### src/design/lca_pkg.sv
// shared constants and types for the lowest common ancestor block
package lca_pkg;

   localparam int MAX_NODES  = 256;
   localparam int NODE_W     = 8;
   localparam int DEPTH_W    = 8;
   localparam int TABLE_SIZE = 1 << NODE_W;
   localparam int STEP_BOUND = 2 * MAX_NODES;
   localparam int STEP_W     = $clog2(STEP_BOUND + 1);

   localparam logic MODE_WRITE = 1'b0;
   localparam logic MODE_QUERY = 1'b1;

   typedef struct packed {
      logic [NODE_W-1:0]  parent;
      logic [DEPTH_W-1:0] depth;
   } entry_type;

   typedef struct packed {
      logic              valid;
      logic [NODE_W-1:0] ancestor;
      logic              walk_failed;
   } result_type;

endpackage

### src/design/lca_table.sv
// node table memory: one write port, two registered read ports
module lca_table (
   input  logic                       clock,
   input  logic                       wr_en,
   input  logic [lca_pkg::NODE_W-1:0] wr_addr,
   input  lca_pkg::entry_type         wr_data,
   input  logic [lca_pkg::NODE_W-1:0] rd_addr_a,
   input  logic [lca_pkg::NODE_W-1:0] rd_addr_b,
   output lca_pkg::entry_type         rd_data_a,
   output lca_pkg::entry_type         rd_data_b
);

   lca_pkg::entry_type mem [lca_pkg::TABLE_SIZE];
   lca_pkg::entry_type rd_a_ff;
   lca_pkg::entry_type rd_b_ff;

   always_ff @(posedge clock) begin
      if (wr_en) begin
         mem[wr_addr] <= wr_data;
      end
   end

   always_ff @(posedge clock) begin
      rd_a_ff <= mem[rd_addr_a];
      rd_b_ff <= mem[rd_addr_b];
   end

   assign rd_data_a = rd_a_ff;
   assign rd_data_b = rd_b_ff;

endmodule

### config.mk
export PLATFORM = sky130hd
export DESIGN_NAME = lca_table
export DESIGN_NICKNAME = d
export VERILOG_FILES = /design/src/design/lca_pkg.sv /design/src/design/lca_table.sv
export SDC_FILE = /design/constraint.sdc
export NUM_CORES = 2
export LEC_CHECK = 0
export BUFFER_PORTS_ARGS = -buffer_cell sky130_fd_sc_hd__clkbuf_2
export CAP_MARGIN = 15
export CORE_MARGIN = 8
export CORE_UTILIZATION = 60
export CTS_CLUSTER_DIAMETER = 100
export DETAILED_ROUTE_END_ITERATION = 10
export PLACE_DENSITY = 0.75
export RECOVER_POWER = 25
export SLEW_MARGIN = 30
export SYNTH_ARGS = -nofsm -noshare
export SYNTH_HDL_FRONTEND = slang
export SYNTH_SLANG_ARGS = --single-unit
### constraint.sdc
create_clock -name clock -period 5.4 [get_ports clock]
set_clock_uncertainty 0.15 [all_clocks]
set_input_delay 0.27 -clock clock [delete_from_list [all_inputs] [get_ports clock]]
set_output_delay 0.27 -clock clock [all_outputs]
set_load 0.005 [all_outputs]
==> impl_results.rst <==
.. list-table::
   :header-rows: 1

   * - Metric
     - Value
   * - Worst r2r path cells
     - 7
   * - Result of the run
     - complete, but fails checks
   * - Max-cap violations
     - 20
   * - Clock transition time at the flip-flop clock pins of the worst setup and hold paths
     - 60 ps
   * - Area of the die
     - between 300000 and 400000 um^2
   * - Area added between synthesis and finish
     - 11.7%
   * - Via count of the first global-routing pass
     - 117000
   * - Hold path cells
     - 3
   * - Sw frac
     - 0.234
   * - Drt pass-1 iters
     - 8
   * - Synth Area per Inst
     - 18.9 um^2
   * - DIE WIDTH
     - 581 um
   * - Clock network fraction of design power
     - 0.417
   * - Number of nets in the finished design
     - 10500
   * - Synthesized instance count
     - between 10000 and 15000
   * - Total of cells resized after clock tree synthesis
     - 0
   * - Net Count, Synth
     - 10200
   * - Crit Path Class
     - input port to register
   * - Library cell used as clock root buffer
     - clkbuf_16
   * - Startpoint type of the worst setup path
     - input port
   * - Most common library cell in the layout ignoring fill and taps
     - edfxtp_1
   * - EDFF count, synth
     - approximately 4100
   * - Classification of the worst-slack hold path
     - input port to register
   * - Critical path endpoint category
     - register
   * - Remaining global-route overflow
     - 0
   * - Avg WL per Cell
     - 42.5 um
   * - Commonest cells after routing, fill and taps aside
     - edfxtp_1 (4096), mux4_2 (1688), mux2i_1 (1021)
   * - Max-slew violation count
     - 1573
   * - Half-perimeter wire length of the detailed placement result
     - 401000 um
   * - Internal power contribution
     - around 55000 uW
   * - CP Data Required Time
     - 5880 ps
   * - Overall power of the completed layout
     - 71200 uW
   * - Global-route total usage across every layer
     - 0.371
   * - Cell area after technology mapping
     - between 150000 and 200000 um^2
   * - Port Buffers
     - 73
   * - Top achievable clock speed
     - 0.217 GHz
   * - Violation count after the first detailed-routing iteration
     - 20500
   * - Number of H-tree levels
     - 5
   * - WL final
     - 641000 um
   * - Critical R2R Launch
     - mem[152][1]$_DFFE_PP_
   * - FFs w/ async S/R, synth
     - 0
   * - FF+latch count, synth
     - 4128
   * - Vias/cell
     - 7.91
   * - # setup viols final
     - 0
   * - Leakage dissipation
     - roughly 0.069 uW
   * - Worst slew margin
     - -2.19
   * - Tightest Pin Transition
     - about 4800 ps
   * - Clock tree from TritonCTS
     - done
   * - Placeable core area
     - 318000 um^2
   * - Vias
     - 119000
   * - Synth warnings
     - 0
   * - FF-to-FF End
     - rd_data_a[1]$_DFF_P_
   * - Height of the chip
     - 581 um
   * - Remaining antenna violation count after routing
     - 0
   * - Place WS
     - 560 ps
   * - Final Hold Vio Count
     - 0
   * - Violated checks
     - max-capacitance violations, max-slew violations
   * - First-pass GRT wire length
     - 892000 um
   * - Sequential share of power
     - 0.498
   * - Count of cell types in the netlist
     - 59
   * - Post-route core utilization
     - 0.673
   * - Share of the clock period used by the worst path after layout
     - 0.853
   * - I/O pin cnt
     - 74
   * - R2R setup slack
     - 1600 ps
   * - Combinational power share
     - 0.084
   * - Hold Path Origin
     - wr_addr[4]
   * - Clock sink count
     - between 4000 and 5000
   * - Unrepaired setup endpoints after global routing
     - no
   * - Post-layout min period
     - 4610 ps
   * - Switching pwr
     - 16700 uW
   * - Initial core utilization
     - 0.603
   * - Max IR drop VDD
     - 0.335 mV
   * - Fraction of layout cells with a size suffix above 1
     - 0.303
   * - Pwr per Cell Area
     - 333 nW/um^2
   * - Worst EP arrival
     - 5090 ps
   * - Terminating pin of the worst hold path
     - mem[60][0]$_DFFE_PP_
   * - Max FO, Critical Path
     - 152
   * - Number of standard-cell rows in the floorplan
     - 207
   * - Maximum root-to-sink buffer count
     - 4
   * - Last weighted congestion value of the routability-driven placer
     - a little over 1
   * - Pin count of the biggest net entering global routing
     - roughly 160
   * - Most used flip-flop cell after synthesis
     - edfxtp_1
   * - Final setup margin
     - 794 ps
   * - Share of synthesized area occupied by flip-flops and latches
     - 0.645
   * - Setup tns final
     - 0 ps
   * - Clock insertion delay at the later pin of the skew report
     - 1010 ps
   * - Post-route DRC violation count
     - 0
   * - Number of antenna violations at the first check in global routing
     - 76
   * - Number of clock buffers inserted by TritonCTS
     - 419
## synthesized netlist by cell type (59+ instances only)
library cell  number  area, um^2
nor3_1           185         926
buf_4            100         751
mux2i_1         1021       10200
buf_6             92        1040
edfxtp_1        4096      123000
mux4_2          1688       38000
o21ai_0           74         370
a21oi_1          210        1050
nand2_1          257         965
o221ai_1         418        3660
clkbuf_1         382        1430
buf_2            153         766
a22oi_1          119         893
o22ai_1          281        1760
nor2_1           355        1330
buf_1            102         383
nand3_1           83         415
o211ai_1          59         443
## power groups by stage
stage	Clock, uW	Sequential, uW	Combinational (uW)
after detailed placement	0	36100	5730
after global routing	30900	35500	6080
after CTS	29700	35500	5770
after floorplan	0	36000	3290
after global placement	0	36100	5630
final	29700	35500	6000
## cells by family (layout without fill, tap and decap cells)
family	Yosys count	in the layout	synth area share
muxes	2709	2709	0.252
other	0	50	0
buffers and inverters	856	1573	0.0247
DFF	4128	4128	0.645
AOI/OAI and AO/OA	1414	1414	0.0540
and+or+nand+nor	1028	1028	0.0243
## sequential cells by signal (all words and copies together), names as in the netlist
| register | count |
|---|---|
| mem | 4096 |
| rd_data_a | 16 |
| rd_data_b | 16 |
## worst max-delay path by stage
stage / start / to / slack (ps) / cells after the start
final: wr_data[0] / mem[11][0]$_DFFE_PP_ / 790 / 3
after global routing: wr_data[9] / mem[110][9]$_DFFE_PP_ / 810 / 2
after CTS: rd_addr_a[2] / rd_data_a[1]$_DFF_P_ / 1560 / 9
after detailed placement: rd_addr_a[2] / rd_data_a[1]$_DFF_P_ / 560 / 9
after global placement: rd_addr_a[2] / rd_data_a[1]$_DFF_P_ / 520 / 9
after floorplan: rd_addr_b[0] / rd_data_b[10]$_DFF_P_ / 2710 / 8
## critical path, cell delays in order
cell,delay [ps]
dlygate4sd3_1,560
dlymetal6s4s_1,3310
buf_12,380
## routing by layer
layer	GRT usage	routed length, um	up-vias
li1	-	-	44700
met3	0.168	115000	2275
met4	0.195	44900	66
met1	0.480	205000	61100
met5	0.00995	787	-
met2	0.532	276000	11200
## stage by stage
stage / hold WS [ps] / std cells / area [um^2]
floorplan: 219 / 10100 / 192000
finish: 24.1 / 15100 / 214000
CTS: 10.6 / 15000 / 214000
global placement: 522 / 14200 / 199000
detailed placement: 530 / 14200 / 200000
global route: 39.5 / 15100 / 214000
## layout make-up
cell class | instances | area, um^2
Fill cell | 19800 | 104000
Tap cell | 4180 | 5230
Inverter | 6 | 41.3
Clock inverter | 249 | 2650
Sequential cell | 4128 | 124000
Multi-Input combinational cell | 5151 | 64100
Antenna cell | 50 | 125
Timing Repair Buffer | 791 | 6910
Clock buffer | 527 | 11200
## what timing repair did
item | 4_1_cts | 5_1_grt
hold buffers | 21 | 0
buffers inserted | 0 | 0
hold endpoints to repair | 1280 | 0
No activity file was read; power rests on OpenSTA's default activity.
