## config.mk

```make
export PLATFORM = sky130hd
export DESIGN_NAME = lca_walk
export DESIGN_NICKNAME = d
export VERILOG_FILES = /design/src/design/lca_pkg.sv /design/src/design/lca_walk.sv
export SDC_FILE = /design/constraint.sdc
export NUM_CORES = 1
export LEC_CHECK = 0
export BUFFER_PORTS_ARGS = -buffer_cell sky130_fd_sc_hd__buf_2
export CAP_MARGIN = 10
export CORE_UTILIZATION = 50
export DETAILED_ROUTE_END_ITERATION = 10
export GPL_TIMING_DRIVEN = 0
export PLACE_DENSITY = 0.81
export SETUP_SLACK_MARGIN = 0.05
export SLEW_MARGIN = 25
export SYNTH_ARGS = -nofsm -noshare
export SYNTH_HDL_FRONTEND = slang
export SYNTH_SLANG_ARGS = --single-unit
export TNS_END_PERCENT = 20
```

## constraint.sdc

```tcl
create_clock -name clock -period 3.1 [get_ports clock]
set_input_delay 0.62 -clock clock [delete_from_list [all_inputs] [get_ports clock]]
set_output_delay 0.62 -clock clock [all_outputs]
set_load 0.02 [all_outputs]
```

## src/design/lca_pkg.sv

```systemverilog
// shared constants and types for the lowest common ancestor block
package lca_pkg;

   localparam int MAX_NODES  = 256;
   localparam int NODE_W     = 8;
   localparam int DEPTH_W    = 8;
   localparam int TABLE_SIZE = 1 << NODE_W;
   localparam int STEP_BOUND = 2 * MAX_NODES;
   localparam int STEP_W     = $clog2(STEP_BOUND + 1);

   localparam logic MODE_WRITE = 1'b0;
   localparam logic MODE_QUERY = 1'b1;

   typedef struct packed {
      logic [NODE_W-1:0]  parent;
      logic [DEPTH_W-1:0] depth;
   } entry_type;

   typedef struct packed {
      logic              valid;
      logic [NODE_W-1:0] ancestor;
      logic              walk_failed;
   } result_type;

endpackage

```

## src/design/lca_walk.sv

```systemverilog
// walk sequencer: raises the deeper node, then both nodes, one step a cycle
module lca_walk (
   input  logic                       clock,
   input  logic                       reset,
   input  logic                       start,
   input  logic [lca_pkg::NODE_W-1:0] start_a,
   input  logic [lca_pkg::NODE_W-1:0] start_b,
   input  logic                       hold,
   input  lca_pkg::entry_type         rd_data_a,
   input  lca_pkg::entry_type         rd_data_b,
   output logic [lca_pkg::NODE_W-1:0] rd_addr_a,
   output logic [lca_pkg::NODE_W-1:0] rd_addr_b,
   output logic                       idle,
   output lca_pkg::result_type        result
);

   localparam logic S_IDLE = 1'b0;
   localparam logic S_WALK = 1'b1;

   localparam logic [1:0] P_RAISE_B = 2'd0;
   localparam logic [1:0] P_RAISE_A = 2'd1;
   localparam logic [1:0] P_JOINT   = 2'd2;

   logic                       state_ff, state_in;
   logic [1:0]                 phase_ff, phase_in;
   logic [lca_pkg::NODE_W-1:0] a_ff, a_in;
   logic [lca_pkg::NODE_W-1:0] b_ff, b_in;
   logic [lca_pkg::STEP_W-1:0] steps_ff, steps_in;

   logic step_b, step_a, step_j, any_step, over, finish;

   always_comb begin
      // rd_data always belongs to the current a_ff / b_ff while walking
      step_b   = (phase_ff == P_RAISE_B) && (rd_data_a.depth < rd_data_b.depth);
      step_a   = !step_b && (phase_ff != P_JOINT) && (rd_data_b.depth < rd_data_a.depth);
      step_j   = !step_b && !step_a && (a_ff != b_ff);
      any_step = step_b || step_a || step_j;
      over     = steps_ff >= lca_pkg::STEP_W'(lca_pkg::STEP_BOUND);
      finish   = (state_ff == S_WALK) && (!any_step || over);

      state_in  = state_ff;
      phase_in  = phase_ff;
      a_in      = a_ff;
      b_in      = b_ff;
      steps_in  = steps_ff;
      rd_addr_a = a_ff;
      rd_addr_b = b_ff;

      result.valid       = 1'b0;
      result.walk_failed = any_step && over;
      result.ancestor    = (any_step && over) ? '0 : a_ff;

      unique case (state_ff)
         S_IDLE: begin
            rd_addr_a = start_a;
            rd_addr_b = start_b;
            if (start) begin
               state_in = S_WALK;
               phase_in = P_RAISE_B;
               a_in     = start_a;
               b_in     = start_b;
               steps_in = '0;
            end
         end
         S_WALK: begin
            if (finish) begin
               if (!hold) begin
                  result.valid = 1'b1;
                  state_in     = S_IDLE;
               end
            end else begin
               steps_in = steps_ff + 1'b1;
               if (step_b) begin
                  phase_in = P_RAISE_B;
                  b_in     = rd_data_b.parent;
               end else if (step_a) begin
                  phase_in = P_RAISE_A;
                  a_in     = rd_data_a.parent;
               end else begin
                  phase_in = P_JOINT;
                  a_in     = rd_data_a.parent;
                  b_in     = rd_data_b.parent;
               end
               rd_addr_a = a_in;
               rd_addr_b = b_in;
            end
         end
         default: begin
            state_in = S_IDLE;
         end
      endcase
   end

   always_ff @(posedge clock) begin
      if (reset) begin
         state_ff <= S_IDLE;
      end else begin
         state_ff <= state_in;
      end
   end

   always_ff @(posedge clock) begin
      phase_ff <= phase_in;
      a_ff     <= a_in;
      b_ff     <= b_in;
      steps_ff <= steps_in;
   end

   assign idle = (state_ff == S_IDLE);

endmodule

```

==> results of run 1 <==
==> kinds of logic after synthesis <==
kind of cell             count (synthesis)  synth area share, %
flip-flops                              29                40.05
adder cells (fa/ha/maj)                 10                5.821
buffers and inverters                   40                8.906
XOR/XNOR                                14                5.704
AO/OA/AOI/OAI                           52                24.56
AND/OR/NAND/NOR                         60                14.96
==> worst max-delay path: stages <==
cell and delay [ns]:
sky130_fd_sc_hd__buf_2 0.07, sky130_fd_sc_hd__inv_1 0.03, sky130_fd_sc_hd__ha_1 0.34, sky130_fd_sc_hd__a21oi_2 0.20
sky130_fd_sc_hd__o21ai_4 0.13, sky130_fd_sc_hd__o21ba_4 0.28, sky130_fd_sc_hd__o31ai_4 0.32, sky130_fd_sc_hd__and2_1 0.22
sky130_fd_sc_hd__buf_4 0.15
==> cell usage after synthesis (all sizes together) (3+ instances only) <==
library cell / number
a21oi: 7
and2: 9
buf: 4
dlygate4sd1: 3
edfxtp: 28
ha: 10
inv: 32
nand2: 19
nand3: 5
nand4: 4
nor2: 12
nor2b: 4
o211ai: 17
o21ai: 4
o221ai: 16
xnor2: 11
xor2: 3
==> flip-flops by register name, indices dropped and copies added (netlist names) <==
name	count
phase_ff	2
b_ff	8
steps_ff	10
a_ff	8
state_ff	1
==> timing repair <==
item	4_1_cts	5_1_grt
buffers inserted	3	3
hold buffers	0	0
resized for setup	1	32
setup endpoints to repair	25	26
gates cloned	0	1
pin swaps	2	18
==> report_power, final <==
part           internal (mW)  switching [mW]
clock network          0.155           0.142
registers              0.495          0.0429
logic                  0.218           0.287
==> stage by stage <==
stage                     instances  hold slack, ns
final                           348          0.4983
after CTS                       344          0.4917
after global placement          333          0.6014
after global routing            348          0.4992
after detailed placement        333          0.6360
after floorplan                 205          0.5786
==> cell type report <==
cell class                      count  area (µm²)
Multi-Input combinational cell    137        1244
Fill cell                         306        1126
Sequential cell                    29       860.8
Timing Repair Buffer               84       488.0
Inverter                           32       122.6
Clock buffer                        6       72.57
Buffer                              8       71.32
Tap cell                           50       62.56
Clock inverter                      2       10.01
==> per-layer routing <==
metal | track usage, % | vias up | routed length (µm)
li1 | - | 933 | -
met1 | 30.04 | 899 | 2429
met2 | 38.99 | 88 | 2723
met3 | 4.899 | 6 | 335
met4 | 8.245 | 0 | 53
met5 | 0 | - | 0
==> worst paths after layout <==
check | slack (ns) | from | end
max | 0.11 | rd_data_a[5] | result[1]
min | 0.50 | reset | state_ff$_SDFF_PP0_
max reg2reg | 0.99 | b_ff[7]$_DFFE_PP_ | a_ff[7]$_DFFE_PP_
min reg2reg | 0.64 | steps_ff[6]$_SDFFCE_PN0P_ | steps_ff[6]$_SDFFCE_PN0P_
==> impl.org, run 1 <==
** Outcome
- The run finished with clean final reports.

** Logic synthesis
- After synthesis, the largest area contributor takes up 39.12% of total cell area.
- Synth Area per Inst :: 10.49 µm²
- Number of standard cells after synthesis :: 205
- Synthesis produced a netlist with a net count of 267.
- The Yosys step of the flow raised 0 warnings.
- Synthesis instantiated 41 different standard cells from the library.
- The mapped netlist covers 2150 µm².
- Async set-or-reset flop fraction in the synthesized netlist :: 0%
- The synthesized design contains 29 register bits.
- Top cell type by total area after synthesis :: sky130_fd_sc_hd__edfxtp_1
- Top FF cell, synth :: sky130_fd_sc_hd__edfxtp_1
- Cells taking the most area after synthesis :: sky130_fd_sc_hd__edfxtp_1 (39%), sky130_fd_sc_hd__ha_1 (5.8%), sky130_fd_sc_hd__o211ai_1 (5.6%)
- Sequential cell area fraction in the yosys report :: 40.05%
- Yosys mapped a number of flops with a built-in enable equal to 28.

** Global routing
- Number of global-route vias before repair :: 1789
- Global routing used 23.52% of the available tracks across all layers.
- Number of antenna violations at the first check in global routing :: 0
- The first global-routing pass estimated 7845 µm of wire.
- Aggregate global routing overflow :: 0
- Entering global routing, the biggest net connects 17 pins.

** STA
- The worst path in the final design needs a cycle of 2.994 ns, including I/O delays and setup.
- Skew final :: 0.005798 ns
- Setup repair after global routing missed its margin :: yes
- Normalized max-slew margin :: 53.81%
- Worst Slack Setup Final :: 0.1059 ns
- For this run, the top clock speed supported by timing is 334.0 MHz.
- The final critical path takes up 96.58% of the cycle.
- Total of endpoints with negative setup slack in the final report :: 0
- The number of slew-limit violations in the final report was 0.
- Final setup TNS :: 0 ns
- For the pin with the worst max-slew slack, the measured transition is 0.6928 ns.
- The number of hold-slack violations in the final timing report was 0.

** Drt
- Vias per inst :: 5.534
- The count of nets left with antenna violations once routing finished came out at 0.
- Iter 0 DRT Violations :: 89
- Per-cell routed wire length :: 15.93 µm
- Summing over every cut layer, the via total after detailed routing is 1926.
- First-pass detailed-route iteration total :: 4
- In the routed design, unresolved DRC markers number 0.
- For this block, the routed nets add up to 5542 µm of wire.

** Layout
- Commonest non-fill, non-tap cells in the layout :: sky130_fd_sc_hd__buf_2 (68), sky130_fd_sc_hd__inv_1 (30), sky130_fd_sc_hd__edfxtp_1 (28)
- Leaving out fill and tap cells, the most frequent cell in the layout is sky130_fd_sc_hd__buf_2.
- Finished layout cell area :: 2932 µm²
- From synthesis to final layout, the design area changed by 36.38%.
- Cells with a size suffix above 1 make up 45.30% of the layout.
- 0 antenna diodes ended up in the layout.
- Cells fill 72.25% of the core in the end.
- Nets@finish :: 359

** Floorplan
- Area of the placeable core :: 4058 µm²
- Effective utilization at floorplan :: 52.98%
- The die covers 4565 µm².
- Number of rows created at floorplan :: 23
- The floorplan step set the die width to 67.57 µm.
- Y dimension of the die :: 67.57 µm
- 79 I/O pins were placed.

** Pwr
- In this run the static leakage power is 1.240 nW.
- Overall power :: 1.340 mW
- Power density over cell area :: 457.0 nW/µm²
- VDD IR-drop max :: 0.0002915 V

** Hold path
- Counting instances, the worst hold path has a depth of 2.
- The min-delay analysis places its worst path in the category in2reg.

** Clock network
- Buffers inserted during clock tree synthesis total 5.
- CTS tree :: done
- At the later pin of the worst-skew pair, clock insertion delay measures 0.28 ns.
- The H-tree generated during clock tree synthesis spans 2 levels.
- Root Driver :: sky130_fd_sc_hd__clkbuf_8
- For this design, the sink count on the clock tree is 29.
- Clock-pin slew was measured on the worst setup and hold paths at 0.06 ns.
- Max clock buf depth :: 2

** Critical path
- Arrival time worst endpoint :: 2.37 ns
- Count of cells along the worst register-to-register path :: 8
- Endpoint class of the critical path :: output pin
- Data on the critical path is required at its endpoint by 2.48 ns.
- Classification of the worst setup path :: in2out
- STA classifies the critical path startpoint as an input port.
- Maximum fanout encountered on the critical timing path :: 5

** Placed design
- Summed over all nets, the half-perimeter wirelength after detailed placement is 3835 µm.
- The congestion estimate from routability-driven global placement came to 0.8573.
- Count of buffers from port buffering :: 78
- Summing all placed instances gives a cell area of 2606 µm².
- Timing analysis after detailed placement gives a worst setup slack of -0.09147 ns.

** Job
- Across the run, the number of max-cap violations was 0.
Power figures use the tool's default switching activity.
==> run 2: changes to the inputs <==
--- a/config.mk
+++ b/config.mk
@@ -10,7 +10,7 @@
 export CORE_UTILIZATION = 50
 export DETAILED_ROUTE_END_ITERATION = 10
 export GPL_TIMING_DRIVEN = 0
-export PLACE_DENSITY = 0.81
+export PLACE_DENSITY = 0.9
 export SETUP_SLACK_MARGIN = 0.05
 export SLEW_MARGIN = 25
 export SYNTH_ARGS = -nofsm -noshare
==> run 2 against run 1 <==
Cell area up 0.47%. Wire length up 1.7%. Power up 2.0%. Die area unchanged. Critical path type unchanged. Largest cell class unchanged. Highest routed layer unchanged.
==> impl.org, run 2 (synthesized netlist as in run 1, its figures left out) <==
** Clock network
- The clock transition at the register clock pins on the worst setup and hold paths after CTS is 0.06 ns (about the same).
- The clock sink count was 29 (unchanged).
- Root Driver :: sky130_fd_sc_hd__clkbuf_8 (unchanged)
- The total clock buffers created by CTS was 5 (unchanged).
- Max clock buf depth :: 2 (unchanged)
- Source-to-sink clock delay at the later pin of the worst-skew pair :: 0.29 ns (was 0.28 ns)
- The clock tree from TritonCTS is done (unchanged).
- Clock H-tree levels :: 2 (unchanged)

** Placed design
- The post-place setup slack is -0.1021 ns (was -0.09147 ns).
- The final RePlAce weighted congestion was 0.8330 (was 0.8573).
- The number of buffer cells added on primary ports is 78 (unchanged).
- DP Wirelength :: 3923 µm (was 3835 µm)
- The instance count after placement with tap cells included was 333 (unchanged).

** Critical path
- Cells along the critical path: buf_2 > inv_2 > ha_4 > nor2b_4 > o211ai_2 > a21oi_4 > a211oi_4 > buf_4 > o211ai_1 > o221ai_2 > buf_4 (was buf_2 > inv_1 > ha_1 > a21oi_2 > o21ai_4 > o21ba_4 > o31ai_4 > and2_1 > buf_4).
- Most prevalent standard cell on the critical path :: sky130_fd_sc_hd__buf_4
- Endpoint class of the critical path :: output pin (unchanged)
- The category of the worst setup path launch point was an input port (unchanged).
- Required time of the worst setup path :: 2.48 ns (about the same)
- CP max stage cell :: sky130_fd_sc_hd__a21oi_4 (was sky130_fd_sc_hd__ha_1)
- Crit-path max cell delay :: 0.33 ns (was 0.34 ns)
- Maximum fanout encountered on the critical timing path :: 5 (unchanged)
- The arrival time of data at the critical path endpoint was 2.43 ns (was 2.37 ns).
- The type of the setup path with the least slack is in2out (unchanged).

** STA
- Setup repair after global routing missed its margin: yes (unchanged).
- Hold Vio Cnt, Final :: 0 (unchanged)
- The number of slew-limit violations in the final report is 0 (unchanged).
- Skew final :: 0.007330 ns (was 0.005798 ns)
- The final critical path time including I/O delays and setup is 3.049 ns (was 2.994 ns).
- The minimum hold slack was 0.4987 ns (was 0.4983 ns).
- Period utilisation layout :: 98.34% (was 96.58%)
- Final setup TNS :: 0 ns (unchanged)
- The count of final setup violators is 0 (unchanged).
- The fmax came to 328.0 MHz (was 334.0 MHz).
- Slew at the pin with the worst max-slew slack :: 0.6468 ns (was 0.6928 ns)
- The worst-case headroom to the max-slew limit was 56.88% (was 53.81%).
- The final worst setup slack was 0.05131 ns (was 0.1059 ns).

** Pwr
- Register share of total power :: 39.6% (was 40.1%)
- VDD IR-drop max :: 0.0002715 V (was 0.0002915 V)
- The leakage power figure was 1.248 nW (was 1.240 nW).
- Logic pwr share :: 38.2% (was 37.7%)
- Clock group share of total power :: 22.2% (about the same)
- Internal power consumption :: 0.8872 mW (was 0.8683 mW)
- Proportion of total power due to net switching :: 35.08% (was 35.18%)
- Net switching power of the design :: 0.4795 mW (was 0.4714 mW)
- The power density of the placed cells was 464.0 nW/µm² (was 457.0 nW/µm²).

** Drt
- The DRC violations left is 0 (unchanged).
- Met2 Wirelength :: 2840 µm (was 2723 µm)
- Detailed-route via count :: 1993 (was 1926)
- Per-cell routed wire length :: 16.20 µm (was 15.93 µm)
- Routed length on met1 :: 2251 µm (was 2429 µm)
- Iter 0 DRT Violations :: 143 (was 89)
- First-pass detailed-route iteration total :: 4 (unchanged)
- The uppermost signal routing layer after detailed routing is met4 (unchanged).
- The detailed-routed wire length on met3 is 368 µm (was 335 µm).
- The detailed-route vias per instance is 5.727 (was 5.534).
- Residual antenna-violating net count after detailed routing :: 0 (unchanged)
- Final routed wirelength across all metal layers :: 5637 µm (was 5542 µm)

** Global routing
- The largest net degree at the start of global routing was 17 (unchanged).
- The via count of the first global-routing pass came to 1728 (was 1789).
- The remaining global-route overflow was 0 (unchanged).
- Number of antenna violations at the first check in global routing :: 0 (unchanged)
- Wire length of the first global-routing pass :: 7686 µm (was 7845 µm)
- GR Util All Layers :: 23.18% (was 23.52%)

** Floorplan
- The floorplan die area was 4565 µm² (unchanged).
- Area of the placeable core :: 4058 µm² (unchanged)
- Ports placed on the boundary :: 79 (unchanged)
- The initial standard-cell utilization of the core was 52.98% (unchanged).
- Y dimension of the die :: 67.57 µm (unchanged)
- Width of the die :: 67.57 µm (unchanged)
- Number of rows created at floorplan :: 23 (unchanged)

** Hold path
- The type of the worst min-delay path is in2reg (unchanged).

** Layout
- The register with the most flip-flops was steps_ff (unchanged).
- Registers with the highest flip-flop counts :: steps_ff x10, a_ff x8, b_ff x8 (unchanged)
- The number of flip-flops under the largest register name is 10 (unchanged).
- Antenna cells :: 0 (unchanged)
- Share of post-route cells with drive strength above 1 :: 46.31% (was 45.30%)
- The final instance count without filler cells is 348 (unchanged).
- The most frequent standard cell in the layout excluding fill and tap cells is sky130_fd_sc_hd__buf_2 (unchanged).
- The post-layout net count is 359 (unchanged).
- Area Overhead vs Synth :: 37.02% (was 36.38%)
- Commonest non-fill, non-tap cells in the layout: sky130_fd_sc_hd__buf_2 (65), sky130_fd_sc_hd__inv_1 (30), sky130_fd_sc_hd__edfxtp_1 (28) (was sky130_fd_sc_hd__buf_2 (68), sky130_fd_sc_hd__inv_1 (30), sky130_fd_sc_hd__edfxtp_1 (28)).
- Filler Cells Inserted :: 285 (was 306)

** Outcome
- Run status :: finished, final reports clean (unchanged)

** Job
- The number of max-capacitance violations reported was 0 (unchanged).
## run 2: routing by layer
| metal | global-route usage [%] | vias to the layer above |
|---|---|---|
| li1 | - | 929 |
| met4 | 12.50 | 0 |
| met5 | 0 | - |
| met1 | 29.64 | 946 |
| met3 | 4.561 | 19 |
| met2 | 36.51 | 99 |
## run 2: worst max-delay path: cells and delay by family
| kind | cells | cell delay [ns] |
|---|---|---|
| AO/OA/AOI/OAI | 5 | 0.94 |
| adder cells (fa/ha/maj) | 1 | 0.26 |
| AND/OR/NAND/NOR | 1 | 0.13 |
| buffers and inverters | 4 | 0.49 |
## run 2: repair_timing
action                     CTS  global route
setup endpoints to repair   24            26
hold buffers                 0             0
gates resized for setup      2            42
pin swaps                    2            14
buffers inserted             2             5
hold endpoints to repair     0             0
## run 2: cell type report
type                            instances  area [µm²]  area share, %
Multi-Input combinational cell        136        1236          41.97
Tap cell                               50       62.56          2.124
Buffer                                  8       71.32          2.421
Timing Repair Buffer                   85       514.2          17.46
Clock buffer                            8       80.08          2.719
Sequential cell                        29       860.8          29.23
Inverter                               32       120.1          4.078
## run 2: power by group through the flow
stage                     Combinational, mW  Clock [mW]  Sequential [mW]
after CTS                             0.437       0.298            0.539
after floorplan                       0.305           0            0.531
after detailed placement              0.426           0            0.546
final                                 0.522       0.303            0.541
after global placement                0.414           0            0.542
after global routing                  0.560       0.315            0.545
## run 2: worst paths after layout
check	from	to	slack, ns	cells after the start
min	reset	state_ff$_SDFF_PP0_	0.50	2
max reg2reg	a_ff[3]$_DFFE_PP_	a_ff[7]$_DFFE_PP_	1.05	7
max	rd_data_a[1]	rd_addr_a[7]	0.05	11
min reg2reg	steps_ff[0]$_SDFFCE_PN0P_	steps_ff[0]$_SDFFCE_PN0P_	0.63	1
## run 2: stage by stage
stage          cell area [µm²]  power, mW  util, %
2_1_floorplan             2150     0.8359        -
3_3_place_gp              2603     0.9561    64.14
3_5_place_dp              2603     0.9721    64.14
4_1_cts                   2709      1.273    66.76
5_1_grt                   2945      1.420    72.59
6_report                  2945      1.367    72.59
==> run 3: changes to the inputs <==
--- a/config.mk
+++ b/config.mk
@@ -7,6 +7,7 @@
 export LEC_CHECK = 0
 export BUFFER_PORTS_ARGS = -buffer_cell sky130_fd_sc_hd__buf_2
 export CAP_MARGIN = 10
+export CORE_MARGIN = 3
 export CORE_UTILIZATION = 50
 export DETAILED_ROUTE_END_ITERATION = 10
 export GPL_TIMING_DRIVEN = 0
==> run 3 against run 2 <==
Via count is 3.7% lower. Power is 3.9% lower. Clock skew is 0.0050 ns higher. Die area is 12% higher. Maximum frequency is 0.68% lower. Highest routed layer unchanged.
==> impl.org, run 3 (synthesized netlist as in run 1, its figures left out) <==
** Outcome
- Run status: finished, final reports clean (unchanged).

** Layout
- Nets@finish :: 357 (was 359)
- Commonest non-fill, non-tap cells in the layout: sky130_fd_sc_hd__buf_2 (76), sky130_fd_sc_hd__inv_1 (31), sky130_fd_sc_hd__edfxtp_1 (28) (was sky130_fd_sc_hd__buf_2 (65), sky130_fd_sc_hd__inv_1 (30), sky130_fd_sc_hd__edfxtp_1 (28)).
- The post-layout utilization of the core came to 68.71% (was 72.59%).
- Most common cell after layout, fill and taps aside :: sky130_fd_sc_hd__buf_2 (unchanged)
- Antenna cells :: 0 (unchanged)
- Filler Cells Inserted :: 302 (was 285)
- The fraction of layout instances using a drive strength above 1 was 42.23% (was 46.31%).
- Flip-flop count of the largest register after layout :: 10 (unchanged)
- Area taken by flip-flops and latches :: 860.8 µm² (unchanged)
- Register ranked first by flip-flop count :: steps_ff (unchanged)
- Registers with the highest flip-flop counts :: steps_ff x10, a_ff x8, b_ff x8 (unchanged)
- The synthesis-to-finish area growth came to 30.62% (was 37.02%).
- The final instance count without filler cells is 346 (was 348).
- Total area of multi-input combinational cells :: 1167 µm² (was 1236 µm²)

** Global routing
- The overall track demand over capacity in global routing was 20.08% (was 23.18%).
- Number of antenna violations at the first check in global routing :: 0 (unchanged)
- The largest net degree at the start of global routing is 17 (unchanged).
- The wire length of the first global-routing pass was 8128 µm (was 7686 µm).
- Number of global-route vias before repair :: 1810 (was 1728)
- Aggregate global routing overflow :: 0 (unchanged)

** Pwr
- P_leak :: 1.215 nW (was 1.248 nW)
- The power density of the placed cells is 467.7 nW/µm² (was 464.0 nW/µm²).
- The maximum ir drop on the vdd rail came to 0.0002865 V (was 0.0002715 V).

** Job
- The number of max-capacitance violations reported came to 0 (unchanged).

** Critical path
- The category of the worst setup path launch point is an input port (unchanged).
- The top fanout value on the critical path is 5 (unchanged).
- Classification of the worst setup path :: in2out (unchanged)
- Arrival time worst endpoint :: 2.45 ns (was 2.43 ns)
- Required time of the worst setup path :: 2.48 ns (about the same)
- The endpoint class of the critical path is an output pin (unchanged).

** Placed design
- The number of buffer cells added on primary ports came to 78 (unchanged).
- The instance count after placement with tap cells included came to 333 (unchanged).
- Final weighted congestion of routability-driven global placement :: 0.8747 (was 0.8330)
- The post-place setup slack came to -0.09257 ns (was -0.1021 ns).
- DP Wirelength :: 3902 µm (was 3923 µm)

** STA
- The worst-case headroom to the max-slew limit is 55.97% (was 56.88%).
- Post-layout minimum cycle time :: 3.070 ns (was 3.049 ns)
- Setup repair after global routing missed its margin :: yes (unchanged)
- Worst-case hold slack :: 0.4870 ns (was 0.4987 ns)
- Max-slew violation total from the final report :: 0 (unchanged)
- Total of endpoints with negative setup slack in the final report :: 0 (unchanged)
- The setup total negative slack was 0 ns (unchanged).
- Period utilisation layout :: 99.02% (was 98.34%)
- Skew final :: 0.01236 ns (was 0.007330 ns)
- Maximum clock frequency :: 325.8 MHz (was 328.0 MHz)
- The final worst setup slack is 0.03030 ns (was 0.05131 ns).
- Hold Vio Cnt, Final :: 0 (unchanged)
- Slew at the pin with the worst max-slew slack :: 0.6605 ns (was 0.6468 ns)

** Clock network
- The maximum clock path buffer count is 2 (unchanged).
- The clock transition at the register clock pins on the worst setup and hold paths after CTS is 0.06 ns (about the same).
- CTS tree :: done (unchanged)
- The clock sink count came to 29 (unchanged).
- Root Driver :: sky130_fd_sc_hd__clkbuf_8 (unchanged)
- TritonCTS Buffers :: 5 (unchanged)
- The maximum level of the CTS H-tree was 2 (unchanged).
- Hold buffer count at CTS :: 0 (unchanged)
- Source-to-sink clock delay at the later pin of the worst-skew pair :: 0.29 ns (about the same)

** Drt
- Iter 0 DRT Violations :: 202 (was 143)
- Total DRC errors in the routed layout :: 0 (unchanged)
- Per-cell routed wire length :: 15.54 µm (was 16.20 µm)
- The remaining antenna violation count is 0 (unchanged).
- Detailed-route via count :: 1919 (was 1993)
- The detailed-route vias per instance was 5.546 (was 5.727).
- The first-pass iteration count of the detailed router was 5 (was 4).
- The wire length after detailed routing was 5377 µm (was 5637 µm).

** Floorplan
- The row count is 23 (unchanged).
- The floorplan die area is 5122 µm² (was 4565 µm²).
- The die span in x is 71.57 µm (was 67.57 µm).
- Ports placed on the boundary :: 79 (unchanged)
- Area of the placeable core :: 4086 µm² (was 4058 µm²)
- Effective utilization at floorplan :: 52.60% (was 52.98%)
- The overall die height came to 71.57 µm (was 67.57 µm).

** Hold path
- Hold/Removal Path Class :: in2reg (unchanged)
## run 3: report_power, final
group | internal [mW] | leakage [nW] | switching, mW | total [mW]
clock network | 0.155 | 0.0450 | 0.151 | 0.306
logic | 0.197 | 0.872 | 0.273 | 0.469
registers | 0.495 | 0.298 | 0.0428 | 0.538
## run 3: what timing repair did
action,4_1_cts,5_1_grt
setup buffers,1,4
gates resized for setup,5,7
pin swaps,6,4
endpoints found under the setup margin,23,25
hold endpoints to repair,0,0
## run 3: metal layers
| layer | global-route usage, % | wire (µm) | up-vias |
|---|---|---|---|
| met5 | 0 | 0 | - |
| met2 | 34.18 | 2749 | 106 |
| met4 | 5.846 | 65 | 0 |
| met3 | 3.506 | 486 | 7 |
| met1 | 26.19 | 2075 | 881 |
| li1 | - | - | 925 |
## run 3: through the flow
stage | area (µm²) | power (mW)
global placement | 2603 | 0.9569
detailed placement | 2603 | 0.9709
CTS | 2721 | 1.281
finish | 2808 | 1.313
global route | 2808 | 1.371
floorplan | 2150 | 0.8359
## run 3: worst max-delay path, stage by stage
cell and delay, ns:
sky130_fd_sc_hd__buf_2 0.07, sky130_fd_sc_hd__inv_1 0.03, sky130_fd_sc_hd__ha_1 0.32, sky130_fd_sc_hd__a21oi_1 0.26, sky130_fd_sc_hd__a21oi_4 0.14, sky130_fd_sc_hd__o21ba_4 0.26, sky130_fd_sc_hd__o31ai_4 0.26, sky130_fd_sc_hd__buf_4 0.17
sky130_fd_sc_hd__and2_1 0.15, sky130_fd_sc_hd__buf_2 0.17
## run 3: final cells by class
| cell class | count | share of cell area, % |
|---|---|---|
| tap | 50 | 2.228 |
| clock inverter | 2 | 0.3565 |
| buffer | 8 | 2.540 |
| timing repair buffer | 83 | 15.78 |
| inverter | 32 | 4.278 |
| clock buffer | 6 | 2.585 |
| multi-input combinational | 136 | 41.58 |
| sequential | 29 | 30.66 |
## run 3: path summary, 6_finish.rpt
kind	slack [ns]	depth (start not counted)	start	endpoint
max	0.03	10	rd_data_a[3]	result[7]
min	0.49	2	reset	state_ff$_SDFF_PP0_
max reg2reg	0.94	6	a_ff[3]$_DFFE_PP_	steps_ff[5]$_SDFFCE_PN0P_
min reg2reg	0.63	2	steps_ff[6]$_SDFFCE_PN0P_	steps_ff[6]$_SDFFCE_PN0P_
